$ cat src/rtl/assert_macros.svh
// Assertion helpers, clocked on clk and disabled while arst_n is low
`ifndef ASSERT_MACROS_SVH
`define ASSERT_MACROS_SVH

// Same-cycle implication
`define CHK_IMP(lbl, a, c) \
	lbl: assert property (@(posedge clk) disable iff (!arst_n) (a) |-> (c)) \
		else $error("assertion failed");

// Next-cycle implication
`define CHK_NXT(lbl, a, c) \
	lbl: assert property (@(posedge clk) disable iff (!arst_n) (a) |=> (c)) \
		else $error("assertion failed");

`endif

$ cat src/rtl/ffra_pkg.sv
package ffra_pkg;

	localparam int IDX_W = 16;
	localparam int ST_W  = 3;

	// Result status codes
	localparam logic [ST_W-1:0] ST_OK         = 3'd0;
	localparam logic [ST_W-1:0] ST_CAPACITY   = 3'd1;
	localparam logic [ST_W-1:0] ST_UNKNOWN    = 3'd2;
	localparam logic [ST_W-1:0] ST_LIST_FULL  = 3'd3;
	localparam logic [ST_W-1:0] ST_TABLE_FULL = 3'd4;

	// Request modes
	localparam logic MODE_ALLOC = 1'b0;
	localparam logic MODE_FREE  = 1'b1;

	// One free slot: start index and capacity
	typedef struct packed {
		logic [IDX_W-1:0] idx;
		logic [IDX_W-1:0] cap;
	} slot_t;

	// One allocation record
	typedef struct packed {
		logic             vld;
		logic [IDX_W-1:0] start;
		logic [IDX_W-1:0] size;
	} tab_t;

	localparam int SLOT_W = $bits(slot_t);
	localparam int TAB_W  = $bits(tab_t);

endpackage

$ cat src/rtl/ffra_ram.sv
module ffra_ram #(
	parameter int W     = 32,
	parameter int DEPTH = 32
) (
	input  logic                     clk,
	input  logic                     we,
	input  logic [$clog2(DEPTH)-1:0] waddr,
	input  logic [W-1:0]             wdata,
	input  logic [$clog2(DEPTH)-1:0] raddr,
	output logic [W-1:0]             rdata
);

	logic [W-1:0] mem [DEPTH];

	// One write port, one registered read port
	always_ff @(posedge clk) begin
		if (we) begin
			mem[waddr] <= wdata;
		end
		rdata <= mem[raddr];
	end

endmodule

$ cat src/rtl/ffra_ctrl.sv
module ffra_ctrl
	import ffra_pkg::*;
#(
	parameter int FREE_SLOT_DEPTH   = 32,
	parameter int ALLOC_TABLE_DEPTH = 64
) (
	input  logic             clk,
	input  logic             arst_n,
	input  logic             start,
	input  logic             mode,
	input  logic [IDX_W-1:0] count,
	input  logic [IDX_W-1:0] handle,
	input  logic [IDX_W-1:0] max_index,
	output logic             busy,
	output logic             done,
	output logic [IDX_W-1:0] start_index,
	output logic [ST_W-1:0]  status
);

	localparam int FAW = $clog2(FREE_SLOT_DEPTH);
	localparam int FCW = $clog2(FREE_SLOT_DEPTH + 1);
	localparam int TAW = $clog2(ALLOC_TABLE_DEPTH);
	localparam int TCW = $clog2(ALLOC_TABLE_DEPTH + 1);

	typedef enum logic [3:0] {
		S_CLR, S_IDLE, S_ATAB, S_ASLOT, S_ABUMP, S_SHDN,
		S_FTAB, S_FPOS, S_FDEC, S_FLM, S_SHUP, S_FINS
	} state_t;

	state_t           state_q;
	logic [TCW-1:0]   clr_q;
	logic [FCW-1:0]   fcnt_q;
	logic [IDX_W-1:0] bump_q;
	logic [IDX_W-1:0] count_q;
	logic [IDX_W-1:0] handle_q;
	logic [IDX_W-1:0] cap_q;
	logic [IDX_W-1:0] newcap_q;
	logic [FCW-1:0]   rp_q;
	logic [TCW-1:0]   tp_q;
	logic             pend_s1;
	logic [FCW-1:0]   spa_s1;
	logic [TAW-1:0]   tpa_s1;
	logic [TAW-1:0]   t_q;
	logic [FCW-1:0]   pos_q;
	logic             has_right_q;
	slot_t            left_q;
	slot_t            right_q;
	logic             s_we_q;
	logic [FAW-1:0]   s_wa_q;
	slot_t            s_wd_q;
	logic             t_we_q;
	logic [TAW-1:0]   t_wa_q;
	tab_t             t_wd_q;
	logic             done_q;
	logic [IDX_W-1:0] sidx_q;
	logic [ST_W-1:0]  status_q;

	slot_t            s_rd;
	tab_t             t_rd;
	logic [FAW-1:0]   s_ra;
	logic [FCW-1:0]   rp_dn;

	logic [IDX_W:0]   l_end, r_need, lm_end, bump_end;
	logic [IDX_W-1:0] shr_idx, shr_cap, newcap, rmcap, lrcap;
	logic             left_ok, right_ok;

	// Slot and table stores
	ffra_ram #(.W(SLOT_W), .DEPTH(FREE_SLOT_DEPTH)) u_slots (
		.clk   (clk),
		.we    (s_we_q),
		.waddr (s_wa_q),
		.wdata (s_wd_q),
		.raddr (s_ra),
		.rdata (s_rd)
	);

	ffra_ram #(.W(TAB_W), .DEPTH(ALLOC_TABLE_DEPTH)) u_table (
		.clk   (clk),
		.we    (t_we_q),
		.waddr (t_wa_q),
		.wdata (t_wd_q),
		.raddr (tp_q[TAW-1:0]),
		.rdata (t_rd)
	);

	// Read address: upward shift walks down from the top
	assign rp_dn = rp_q - FCW'(1);
	assign s_ra  = (state_q == S_SHUP) ? rp_dn[FAW-1:0] : rp_q[FAW-1:0];

	// Ends and sums, 17 bits where the compare is unmasked
	assign l_end    = {1'b0, left_q.idx} + {1'b0, left_q.cap};
	assign r_need   = {1'b0, handle_q} + {1'b0, cap_q};
	assign lm_end   = {1'b0, left_q.idx} + {1'b0, newcap_q};
	assign bump_end = {1'b0, bump_q} + {1'b0, count_q};
	assign shr_idx  = s_rd.idx + count_q;
	assign shr_cap  = s_rd.cap - count_q;
	assign newcap   = left_q.cap + cap_q;
	assign rmcap    = right_q.cap + cap_q;
	assign lrcap    = newcap_q + right_q.cap;
	assign left_ok  = (pos_q != '0) && (l_end == {1'b0, handle_q});
	assign right_ok = has_right_q && ({1'b0, right_q.idx} == r_need);

	// Sequencer
	always_ff @(posedge clk or negedge arst_n) begin
		if (!arst_n) begin
			state_q     <= S_CLR;
			clr_q       <= '0;
			fcnt_q      <= '0;
			bump_q      <= '0;
			pend_s1     <= 1'b0;
			s_we_q      <= 1'b0;
			t_we_q      <= 1'b0;
			done_q      <= 1'b0;
		end else begin
			s_we_q  <= 1'b0;
			t_we_q  <= 1'b0;
			done_q  <= 1'b0;
			pend_s1 <= 1'b0;
			unique case (state_q)
				// clearing pass over the table after reset
				S_CLR: begin
					t_we_q <= 1'b1;
					t_wa_q <= clr_q[TAW-1:0];
					t_wd_q <= '0;
					clr_q  <= clr_q + TCW'(1);
					if (clr_q == TCW'(ALLOC_TABLE_DEPTH - 1)) begin
						state_q <= S_IDLE;
					end
				end
				S_IDLE: begin
					if (start) begin
						count_q  <= count;
						handle_q <= handle;
						tp_q     <= '0;
						rp_q     <= '0;
						if (mode == MODE_FREE) begin
							state_q <= S_FTAB;
						end else if (count == '0) begin
							done_q   <= 1'b1;
							sidx_q   <= '0;
							status_q <= ST_CAPACITY;
						end else begin
							state_q <= S_ATAB;
						end
					end
				end
				// find a free table entry
				S_ATAB: begin
					if (pend_s1 && !t_rd.vld) begin
						t_q     <= tpa_s1;
						state_q <= S_ASLOT;
					end else if (tp_q < TCW'(ALLOC_TABLE_DEPTH)) begin
						tp_q    <= tp_q + TCW'(1);
						pend_s1 <= 1'b1;
						tpa_s1  <= tp_q[TAW-1:0];
					end else begin
						done_q   <= 1'b1;
						sidx_q   <= '0;
						status_q <= ST_TABLE_FULL;
						state_q  <= S_IDLE;
					end
				end
				// first slot that fits
				S_ASLOT: begin
					if (pend_s1 && (count_q <= s_rd.cap)) begin
						t_we_q   <= 1'b1;
						t_wa_q   <= t_q;
						t_wd_q   <= '{vld: 1'b1, start: s_rd.idx, size: count_q};
						sidx_q   <= s_rd.idx;
						status_q <= ST_OK;
						if (count_q < s_rd.cap) begin
							s_we_q  <= 1'b1;
							s_wa_q  <= spa_s1[FAW-1:0];
							s_wd_q  <= '{idx: shr_idx, cap: shr_cap};
							done_q  <= 1'b1;
							state_q <= S_IDLE;
						end else begin
							rp_q    <= spa_s1 + FCW'(1);
							state_q <= S_SHDN;
						end
					end else if (rp_q < fcnt_q) begin
						rp_q    <= rp_q + FCW'(1);
						pend_s1 <= 1'b1;
						spa_s1  <= rp_q;
					end else begin
						state_q <= S_ABUMP;
					end
				end
				// carve from the bump pointer
				S_ABUMP: begin
					done_q  <= 1'b1;
					state_q <= S_IDLE;
					if (bump_end < {1'b0, max_index}) begin
						t_we_q   <= 1'b1;
						t_wa_q   <= t_q;
						t_wd_q   <= '{vld: 1'b1, start: bump_q, size: count_q};
						bump_q   <= bump_end[IDX_W-1:0];
						sidx_q   <= bump_q;
						status_q <= ST_OK;
					end else begin
						sidx_q   <= '0;
						status_q <= ST_CAPACITY;
					end
				end
				// close the gap: entry r moves to r-1
				S_SHDN: begin
					if (pend_s1) begin
						s_we_q <= 1'b1;
						s_wa_q <= FAW'(spa_s1 - FCW'(1));
						s_wd_q <= s_rd;
					end
					if (rp_q < fcnt_q) begin
						rp_q    <= rp_q + FCW'(1);
						pend_s1 <= 1'b1;
						spa_s1  <= rp_q;
					end else if (!pend_s1) begin
						fcnt_q  <= fcnt_q - FCW'(1);
						done_q  <= 1'b1;
						state_q <= S_IDLE;
					end
				end
				// look the handle up
				S_FTAB: begin
					if (pend_s1 && t_rd.vld && (t_rd.start == handle_q)) begin
						t_q     <= tpa_s1;
						cap_q   <= t_rd.size;
						state_q <= S_FPOS;
					end else if (tp_q < TCW'(ALLOC_TABLE_DEPTH)) begin
						tp_q    <= tp_q + TCW'(1);
						pend_s1 <= 1'b1;
						tpa_s1  <= tp_q[TAW-1:0];
					end else begin
						done_q   <= 1'b1;
						sidx_q   <= '0;
						status_q <= ST_UNKNOWN;
						state_q  <= S_IDLE;
					end
				end
				// sorted position, keeping left and right neighbours
				S_FPOS: begin
					if (pend_s1 && (s_rd.idx >= handle_q)) begin
						pos_q       <= spa_s1;
						right_q     <= s_rd;
						has_right_q <= 1'b1;
						state_q     <= S_FDEC;
					end else begin
						if (pend_s1) begin
							left_q <= s_rd;
						end
						if (rp_q < fcnt_q) begin
							rp_q    <= rp_q + FCW'(1);
							pend_s1 <= 1'b1;
							spa_s1  <= rp_q;
						end else begin
							pos_q       <= fcnt_q;
							has_right_q <= 1'b0;
							state_q     <= S_FDEC;
						end
					end
				end
				// pick merge or insert, or report a full list
				S_FDEC: begin
					sidx_q   <= '0;
					status_q <= ST_OK;
					t_wa_q   <= t_q;
					t_wd_q   <= '0;
					priority if (left_ok) begin
						t_we_q   <= 1'b1;
						newcap_q <= newcap;
						state_q  <= S_FLM;
					end else if (right_ok) begin
						t_we_q  <= 1'b1;
						s_we_q  <= 1'b1;
						s_wa_q  <= pos_q[FAW-1:0];
						s_wd_q  <= '{idx: handle_q, cap: rmcap};
						done_q  <= 1'b1;
						state_q <= S_IDLE;
					end else if (fcnt_q >= FCW'(FREE_SLOT_DEPTH)) begin
						status_q <= ST_LIST_FULL;
						done_q   <= 1'b1;
						state_q  <= S_IDLE;
					end else begin
						t_we_q  <= 1'b1;
						rp_q    <= fcnt_q;
						state_q <= S_SHUP;
					end
				end
				// left merge, maybe absorbing the right neighbour
				S_FLM: begin
					s_we_q <= 1'b1;
					s_wa_q <= FAW'(pos_q - FCW'(1));
					if (has_right_q && (lm_end == {1'b0, right_q.idx})) begin
						s_wd_q  <= '{idx: left_q.idx, cap: lrcap};
						rp_q    <= pos_q + FCW'(1);
						state_q <= S_SHDN;
					end else begin
						s_wd_q  <= '{idx: left_q.idx, cap: newcap_q};
						done_q  <= 1'b1;
						state_q <= S_IDLE;
					end
				end
				// open a gap: entry r moves to r+1, top down
				S_SHUP: begin
					if (pend_s1) begin
						s_we_q <= 1'b1;
						s_wa_q <= FAW'(spa_s1 + FCW'(1));
						s_wd_q <= s_rd;
					end
					if (rp_q > pos_q) begin
						rp_q    <= rp_dn;
						pend_s1 <= 1'b1;
						spa_s1  <= rp_dn;
					end else if (!pend_s1) begin
						state_q <= S_FINS;
					end
				end
				S_FINS: begin
					s_we_q  <= 1'b1;
					s_wa_q  <= pos_q[FAW-1:0];
					s_wd_q  <= '{idx: handle_q, cap: cap_q};
					fcnt_q  <= fcnt_q + FCW'(1);
					done_q  <= 1'b1;
					state_q <= S_IDLE;
				end
				default: state_q <= S_IDLE;
			endcase
		end
	end

	assign busy        = (state_q != S_IDLE);
	assign done        = done_q;
	assign start_index = sidx_q;
	assign status      = status_q;

endmodule

$ cat src/rtl/first_fit_range_allocator.sv
// First-fit range allocator. A request (mode, count, handle) is taken when
// start is high and busy is low; its one result appears on start_index and
// status for exactly one cycle with done high, and cannot be held off.
// Each request walks the allocation table and the sorted free list through
// stores with one write and one registered read port, one entry a cycle,
// and may shift free-list entries one a cycle; it ends sooner when an early
// table entry is free or the list is short. A zero-count allocation is
// answered from idle with status ST_CAPACITY. After reset the block clears
// every table entry with busy high. max_index is written on the cfg channel,
// always ready; writes only while idle are up to the user, not enforced.
module first_fit_range_allocator
	import ffra_pkg::*;
#(
	parameter int FREE_SLOT_DEPTH   = 32,
	parameter int ALLOC_TABLE_DEPTH = 64
) (
	input  logic             clk,
	input  logic             arst_n,
	input  logic             start,
	output logic             busy,
	input  logic             mode,
	input  logic [IDX_W-1:0] count,
	input  logic [IDX_W-1:0] handle,
	output logic             done,
	output logic [IDX_W-1:0] start_index,
	output logic [ST_W-1:0]  status,
	input  logic             cfg_valid,
	output logic             cfg_ready,
	input  logic [IDX_W-1:0] cfg_data
);

	logic [IDX_W-1:0] max_index_q;

	// Configuration register
	assign cfg_ready = 1'b1;

	always_ff @(posedge clk or negedge arst_n) begin
		if (!arst_n) begin
			max_index_q <= '1;
		end else if (cfg_valid && cfg_ready) begin
			max_index_q <= cfg_data;
		end
	end

	ffra_ctrl #(
		.FREE_SLOT_DEPTH   (FREE_SLOT_DEPTH),
		.ALLOC_TABLE_DEPTH (ALLOC_TABLE_DEPTH)
	) u_ctrl (
		.clk         (clk),
		.arst_n      (arst_n),
		.start       (start),
		.mode        (mode),
		.count       (count),
		.handle      (handle),
		.max_index   (max_index_q),
		.busy        (busy),
		.done        (done),
		.start_index (start_index),
		.status      (status)
	);

	`include "assert_macros.svh"

	`CHK_IMP(a_done_idle, done, !busy)
	`CHK_IMP(a_err_zero, done && (status != ST_OK), start_index == '0)
	`CHK_IMP(a_status_range, done, status <= ST_TABLE_FULL)

endmodule
$ cat config.mk
export PLATFORM = sky130hd
export DESIGN_NAME = first_fit_range_allocator
export DESIGN_NICKNAME = d
export VERILOG_FILES = /design/src/rtl/ffra_pkg.sv /design/src/rtl/ffra_ram.sv /design/src/rtl/ffra_ctrl.sv /design/src/rtl/first_fit_range_allocator.sv
export VERILOG_INCLUDE_DIRS = /design/src /design/src/rtl
export SDC_FILE = /design/constraint.sdc
export NUM_CORES = 2
export LEC_CHECK = 0
export ABC_AREA = 1
export BUFFER_PORTS_ARGS = -buffer_cell sky130_fd_sc_hd__buf_2
export CORE_MARGIN = 4
export CORE_UTILIZATION = 45
export CTS_CLUSTER_DIAMETER = 200
export DETAILED_ROUTE_END_ITERATION = 12
export PLACE_DENSITY = 0.69
export SLEW_MARGIN = 20
export SYNTH_ARGS = -nofsm -noshare
export SYNTH_HDL_FRONTEND = slang
export SYNTH_SLANG_ARGS = --single-unit
$ cat constraint.sdc
create_clock -name clk -period 8.55 [get_ports clk]
set_clock_uncertainty 0.1 [all_clocks]
set_input_delay 0.4275 -clock clk [delete_from_list [all_inputs] [get_ports clk]]
set_output_delay 0.4275 -clock clk [all_outputs]
set_load 0.01 [all_outputs]
# After elaboration in Yosys (flattened, before gate mapping)
# Memories as Yosys holds them, arrays and structs flattened. A register that Yosys moved wholly into a read port is not among the register bits.
# Cells that the tools add are included.
# W data, S select, Z words.
# op_classes
add_sub_neg	19
n_lt_le_gt_ge	8
eq_ne	50
n_mux	134
bitwise_logic	1
reduce_logical	46
# op_table
op	count
$mux W32	5
$pmux W32 S5	1
$mux W16	9
$mux W6	24
$pmux W33 S3	1
$pmux W16 S6	1
$mux W4	18
$add A16 B16 Y17	4
$mux W33	2
$add A16 B16 Y16	4
$pmux W6 S4	2
$pmux W6 S7	1
$pmux W4 S10	1
$mux W3	12
$pmux W6 S2	3
$mux W1	35
$mux W5	7
$eq A17 B16 Y1	2
$ne A2 B2 Y1 const B	17
$pmux W5 S6	1
$mux W7	4
$add A6 B1 Y6 const B	4
$ne A2 B1 Y1 const B	12
$pmux W7 S3	1
other kinds (47)	87
# totals
reg_bits	314
ram_bits	3136
input_bits	53
out_inout_bits	22
elab_cells	293
n_memories	2
# memory_table
memory	depth	word_bits	read_ports	rd_clocked_by_memory_dff	write_ports	line	rtl
u_ctrl.u_table.mem	64	33	1	1	1	ffra_ram.sv:13	logic [W-1:0] mem [DEPTH];
u_ctrl.u_slots.mem	32	32	1	1	1	ffra_ram.sv:13	

# Depth between registers and ports, before layout
# depth
word_depth	6
ltp_mapped	23
ltp_nobuf	22

# Hierarchy
# Synthesis repeated with hierarchy kept, for this count alone.
# hier_totals
cells_unflattened	13287
hier_area_um2	150717.0
# by_module_without_submodules
module	n_inst	cells_per_inst	area_each_um2	seq_area_each_um2
ffra_ram (u_ctrl.u_table)	1	6996	85713.5	64081.5
ffra_ram (u_ctrl.u_slots)	1	3536	42405.7	31390.1
ffra_ctrl	1	2685	21922.3	8763.4
first_fit_range_allocator	1	70	675.6	420.4

# Worst setup path after synthesis
# No wires, ideal clock.
# synth_path
path_type	register to register
startpoint	register u_ctrl.count_q[0]
endpoint	register u_ctrl.t_wd_q[0] (netlist name) (enable)
setup_ns	0.434
arrival_ns	4.617
t_required_ns	8.016
path_slack_ns	3.399
stages_incl_launch_ff	19
n_path_buf	1
synth_period_minus_slack_ns	5.151
cell_sequence	edfxtp_1 > ha_1 > inv_1 > fa_1 > inv_1 > a31oi_1 > o21ai_2 > a31oi_1 > o21ai_0 > nand2_1 > nand3_1 > nand2_1 > ha_1 > a21oi_1 > o2111ai_1 > nor2_2 > nand3_2 > buf_2 > a21oi_1
# synth_via
elab_chain_len	4
elab_cells_between_ends	7
classes_between	1 x add/sub; 2 x order compare; 2 x eq/ne; 2 x reduce/logical
# synth_lines
item	line	rtl
start, declared	ffra_ctrl.sv:34	logic [IDX_W-1:0] count_q;
start signal, assigned	ffra_ctrl.sv:132	count_q <= count;
$add A16 B16 Y17	ffra_ctrl.sv:94	assign bump_end = {1'b0, bump_q} + {1'b0, count_q};
net u_ctrl.bump_end[14]	ffra_ctrl.sv:63	logic [IDX_W:0] l_end, r_need, lm_end, bump_end;
$lt A17 B16 Y1	ffra_ctrl.sv:193	if (bump_end < {1'b0, max_index}) begin
$ne A2 B1 Y1 (no source line)	--	
$reduce_and A4 Y1 (no source line)	--	
end signal, assigned	ffra_ctrl.sv:168	t_wd_q <= '{vld: 1'b1, start: s_rd.idx, size: count_q};
end signal, assigned	ffra_ctrl.sv:196	t_wd_q <= '{vld: 1'b1, start: bump_q, size: count_q};
end, declared	ffra_ctrl.sv:53	tab_t t_wd_q;
# The timed path passes the listed nets, and every way through them passes these cells.
# A chain may end at the register's enable or synchronous reset.

# Worst setup path after layout
# layout_path
startpoint	register u_ctrl.count_q[0]
endpoint	register u_ctrl.t_wd_q[5] (netlist name) (enable)
# The elaborated chain is that of the path after synthesis.

==> results by group <==
Global route
  • Vias in the first global route: 91589
  • GRT overflow: 0
  • Antenna violations before repair: 37
  • Pin count of the biggest net entering global routing: 201
  • GRT Overall Usage: 0.256
  • First-pass GRT wire length: ~630000 um

Clock tree
  • Clock sinks: ~3500
  • H-tree depth: 5
  • Clk_lat worst skew: ~0.93 ns
  • CTS tree: yes
  • Worst-path clk slew: about 0.060 ns
  • Setup Buffers After CTS: 0
  • Max clock buf depth: 4
  • Post-CTS resize count: 0
  • Root buffer cell: clkbuf_16
  • Num CTS Buffers: ~340

STA
  • Setup TNS: 0 ns
  • Unrepaired setup endpoints after global routing: false
  • Final hold vios: 0
  • Final period util: 0.575
  • Final setup violation count: 0
  • Slew headroom: 0.238
  • Slew @ Worst Pin: about 1.1 ns
  • Fmax: just over 200 MHz
  • Final min period: slightly below 5 ns
  • Max Slew Vio Count: 0

Worst setup path
  • Crit-path max cell delay: just over 0.8 ns
  • Crit-path cells: ha_1 > inv_1 > fa_1 > inv_1 > a31oi_1 > o21ai_2 > a31oi_1 > o21ai_0 > xor2_1 > ha_1 > nand2_1 > nor2_1 > a211oi_1 > nor2_1 > nor2_2 > nand3_2 > a21oi_4
  • Startpoint Class: flop
  • CP required: ~8.9 ns
  • Critical R2R Launch: u_ctrl.count_q[0]
  • Critical path class: flop to flop
  • CP Data Arrival Time: 5.31 ns
  • Slowest cell on crit path: a21oi_4
  • Maximum net fanout on the critical path: 33
  • Crit. End Element: flop
  • Crit path from: u_ctrl.count_q[0]
  • Buffers & Inverters on Critical Path: 2
  • Kind of cell adding the most delay to the critical path: compound AO/OA/AOI/OAI gates

Detailed routing
  • DRC errors left: 0
  • Iteration-0 DRC Markers: 15522
  • Final wirelength: around 440000 um
  • Drt wl/cell: approximately 27 um
  • Via-to-Cell Ratio: between 6 and 7
  • First-pass iteration count of the detailed router: 8
  • Via Count: around 100000
  • Post-route ant nets: 0

Logic synthesis
  • Post-Synth XOR/XNOR Area: 0.00807
  • Mux cell area share after synthesis: 0
  • Cell taking the most area after synthesis: edfxtp_1
  • Largest family of logic cells by synthesized area: simple AND/OR/NAND/NOR gates
  • Top cells by count, synth: edfxtp_1, nand2_1, nor2_1
  • Synth Area in Compound Gates: 0.0890
  • Syn Inst Count: between 10000 and 15000
  • Synth Net Count: between 10000 and 15000
  • Top cell type's share of synthesized area: 0.698
  • Post-synth EDFFs: 3397
  • Yosys warns: 0
  • Most used DFF post-synth: edfxtp_1
  • Post-Synth Simple-Gate Area: 0.138
  • Cell variety after synth: 63
  • Ys async rst share: 0.0151
  • Register area share after synthesis: 0.716
  • Most numerous cell in the Yosys netlist: edfxtp_1
  • Mapped Avg Cell Area: about 12 um2
  • Ranking of synthesized cells by area: edfxtp_1, nand2_1, nand3_1
  • #FFs+latches synth: roughly 3500
  • Post-synthesis cell area: about 150000 um2
  • Synth Area in Adders: 0.0181

Die
  • Core area: about 320000 um2
  • Die H: slightly below 600 um
  • Die Wd: between 500 and 600 um
  • Site Rows: ~210
  • Ports: 75
  • Die ar.: about 330000 um2
  • Initial Utilization: 0.454

Hold path
  • Hold WC Path Type: primary input to flop
  • Worst hold start: cfg_valid

Pwr
  • Final Total Pwr: ~50000 uW
  • Cell area power density: about 310 nW/um2
  • Peak supply drop: ~0.31 mV
  • Static leakage: roughly 0.055 uW

Cells and area
  • Share of cells above drive strength 1: 0.0814
  • Nets: roughly 12000
  • Layout area overhead: 11.8%

Placement
  • Gpl congestion: between 0.9 and 1
  • Dpl hpwl: around 250000 um
  • I/O Buffers: 73

Status
  • Outcome: finished, final reports clean

Job
  • Max Cap Violations: 0
==> kinds of logic (layout without fill, tap and decap cells) <==
logic type,after synthesis,after routing
AO/OA/AOI/OAI,2226,2226
XOR/XNOR,133,133
adder cells (fa/ha/maj),205,205
buffers and inverters,1102,1395
flip-flops,3515,3515
other,1,14
AND/OR/NAND/NOR,4780,4780
==> tightest hold or removal path: stages <==
cell	delay (ns)
buf_2	0.32
nand2_1	0.17
o21ai_0	0.08
==> final cells by class <==
cell class / instances / area (um2)
repair buffers: 373 / 3110
clock buffers: 448 / 9290
inverters: 406 / 1570
multi-input cells: 7345 / 37800
flip-flops and latches: 3515 / 105000
well taps: 4305 / 5390
fillers: 27124 / 159000
diodes: 13 / 32.5
clock inverters: 168 / 1540
==> through the flow <==
stage                     cell area, um2  cells  setup slack, ns  utilization  hold WS (ns)
after CTS                         163000  16548             3.79        0.506       0.00294
after detailed placement          152000  15868             3.80        0.471         0.301
after floorplan                   146000  11962             3.40            -        0.0319
after global placement            152000  15868             3.81        0.471         0.302
after global routing              163000  16562             3.43        0.507        0.0428
final                             163000  16573             3.63        0.507        0.0403
==> flip-flops by register name (all words and copies together) (netlist names), 7 cells and up <==
signal and flops:
u_ctrl.u_table.mem 2112, u_ctrl.right_q 32, u_ctrl.newcap_q 16, u_ctrl.u_slots.mem 1024, u_ctrl.u_table.rdata 33, u_ctrl.bump_q 16, u_ctrl.s_wd_q 32, max_index_q 16
u_ctrl.cap_q 16, u_ctrl.t_wd_q 33, u_ctrl.u_slots.rdata 32, u_ctrl.tp_q 7, u_ctrl.start_index 16, u_ctrl.count_q 16, u_ctrl.handle_q 16, u_ctrl.clr_q 7
u_ctrl.left_q 32
==> per-layer routing <==
layer,track usage,wire (um),vias up
li1,-,-,43729
met1,0.365,172000,48858
met2,0.381,193000,6273
met3,0.0543,56300,959
met4,0.113,21700,20
met5,0,155,-
==> cells in the final DEF, fill, tap and decap left out, drive strengths merged, types with 24 or more instances in the layout <==
cell         synthesis  layout
clkbuf             442     448
nor2              1369    1369
clkinv               7     129
o22ai              334     334
nor3                51      51
edfxtp            3397    3397
xnor2               45      45
o21ai             1205    1205
nand3             1278    1278
dlygate4sd3          0      64
a31oi               65      65
nand4               70      70
inv                399     408
o221ai             225     225
dfrtp               37      37
bufinv               0      24
o211ai              50      50
a21oi              238     238
nand2             1961    1961
dfxtp               65      65
buf                254     309
xor2                87      87
ha                 195     195
==> worst paths after layout <==
check                              endpoint  slack, ns  cells after the start
min in group asynchronous    max_index_q[3]       0.20                      2
max reg2reg                u_ctrl.t_wd_q[5]       3.63                     17
min reg2reg                u_ctrl.cap_q[14]       0.32                      0
min                          max_index_q[1]       0.04                      3
max in group asynchronous  u_ctrl.bump_q[5]       6.83                      3
max                        u_ctrl.t_wd_q[5]       3.63                     17
==> power by group <==
group | internal (uW) | switching [uW]
Combinational | 3420 | 10100
Clock | 8390 | 6400
Sequential | 21200 | 1220
Total | 33000 | 17700
==> repair_timing <==
action / in CTS / in global routing
hold endpoints to repair: 94 / 0
hold buffers: 64 / 0
setup endpoints to repair: 0 / 0
Power figures use the tool's default switching activity.
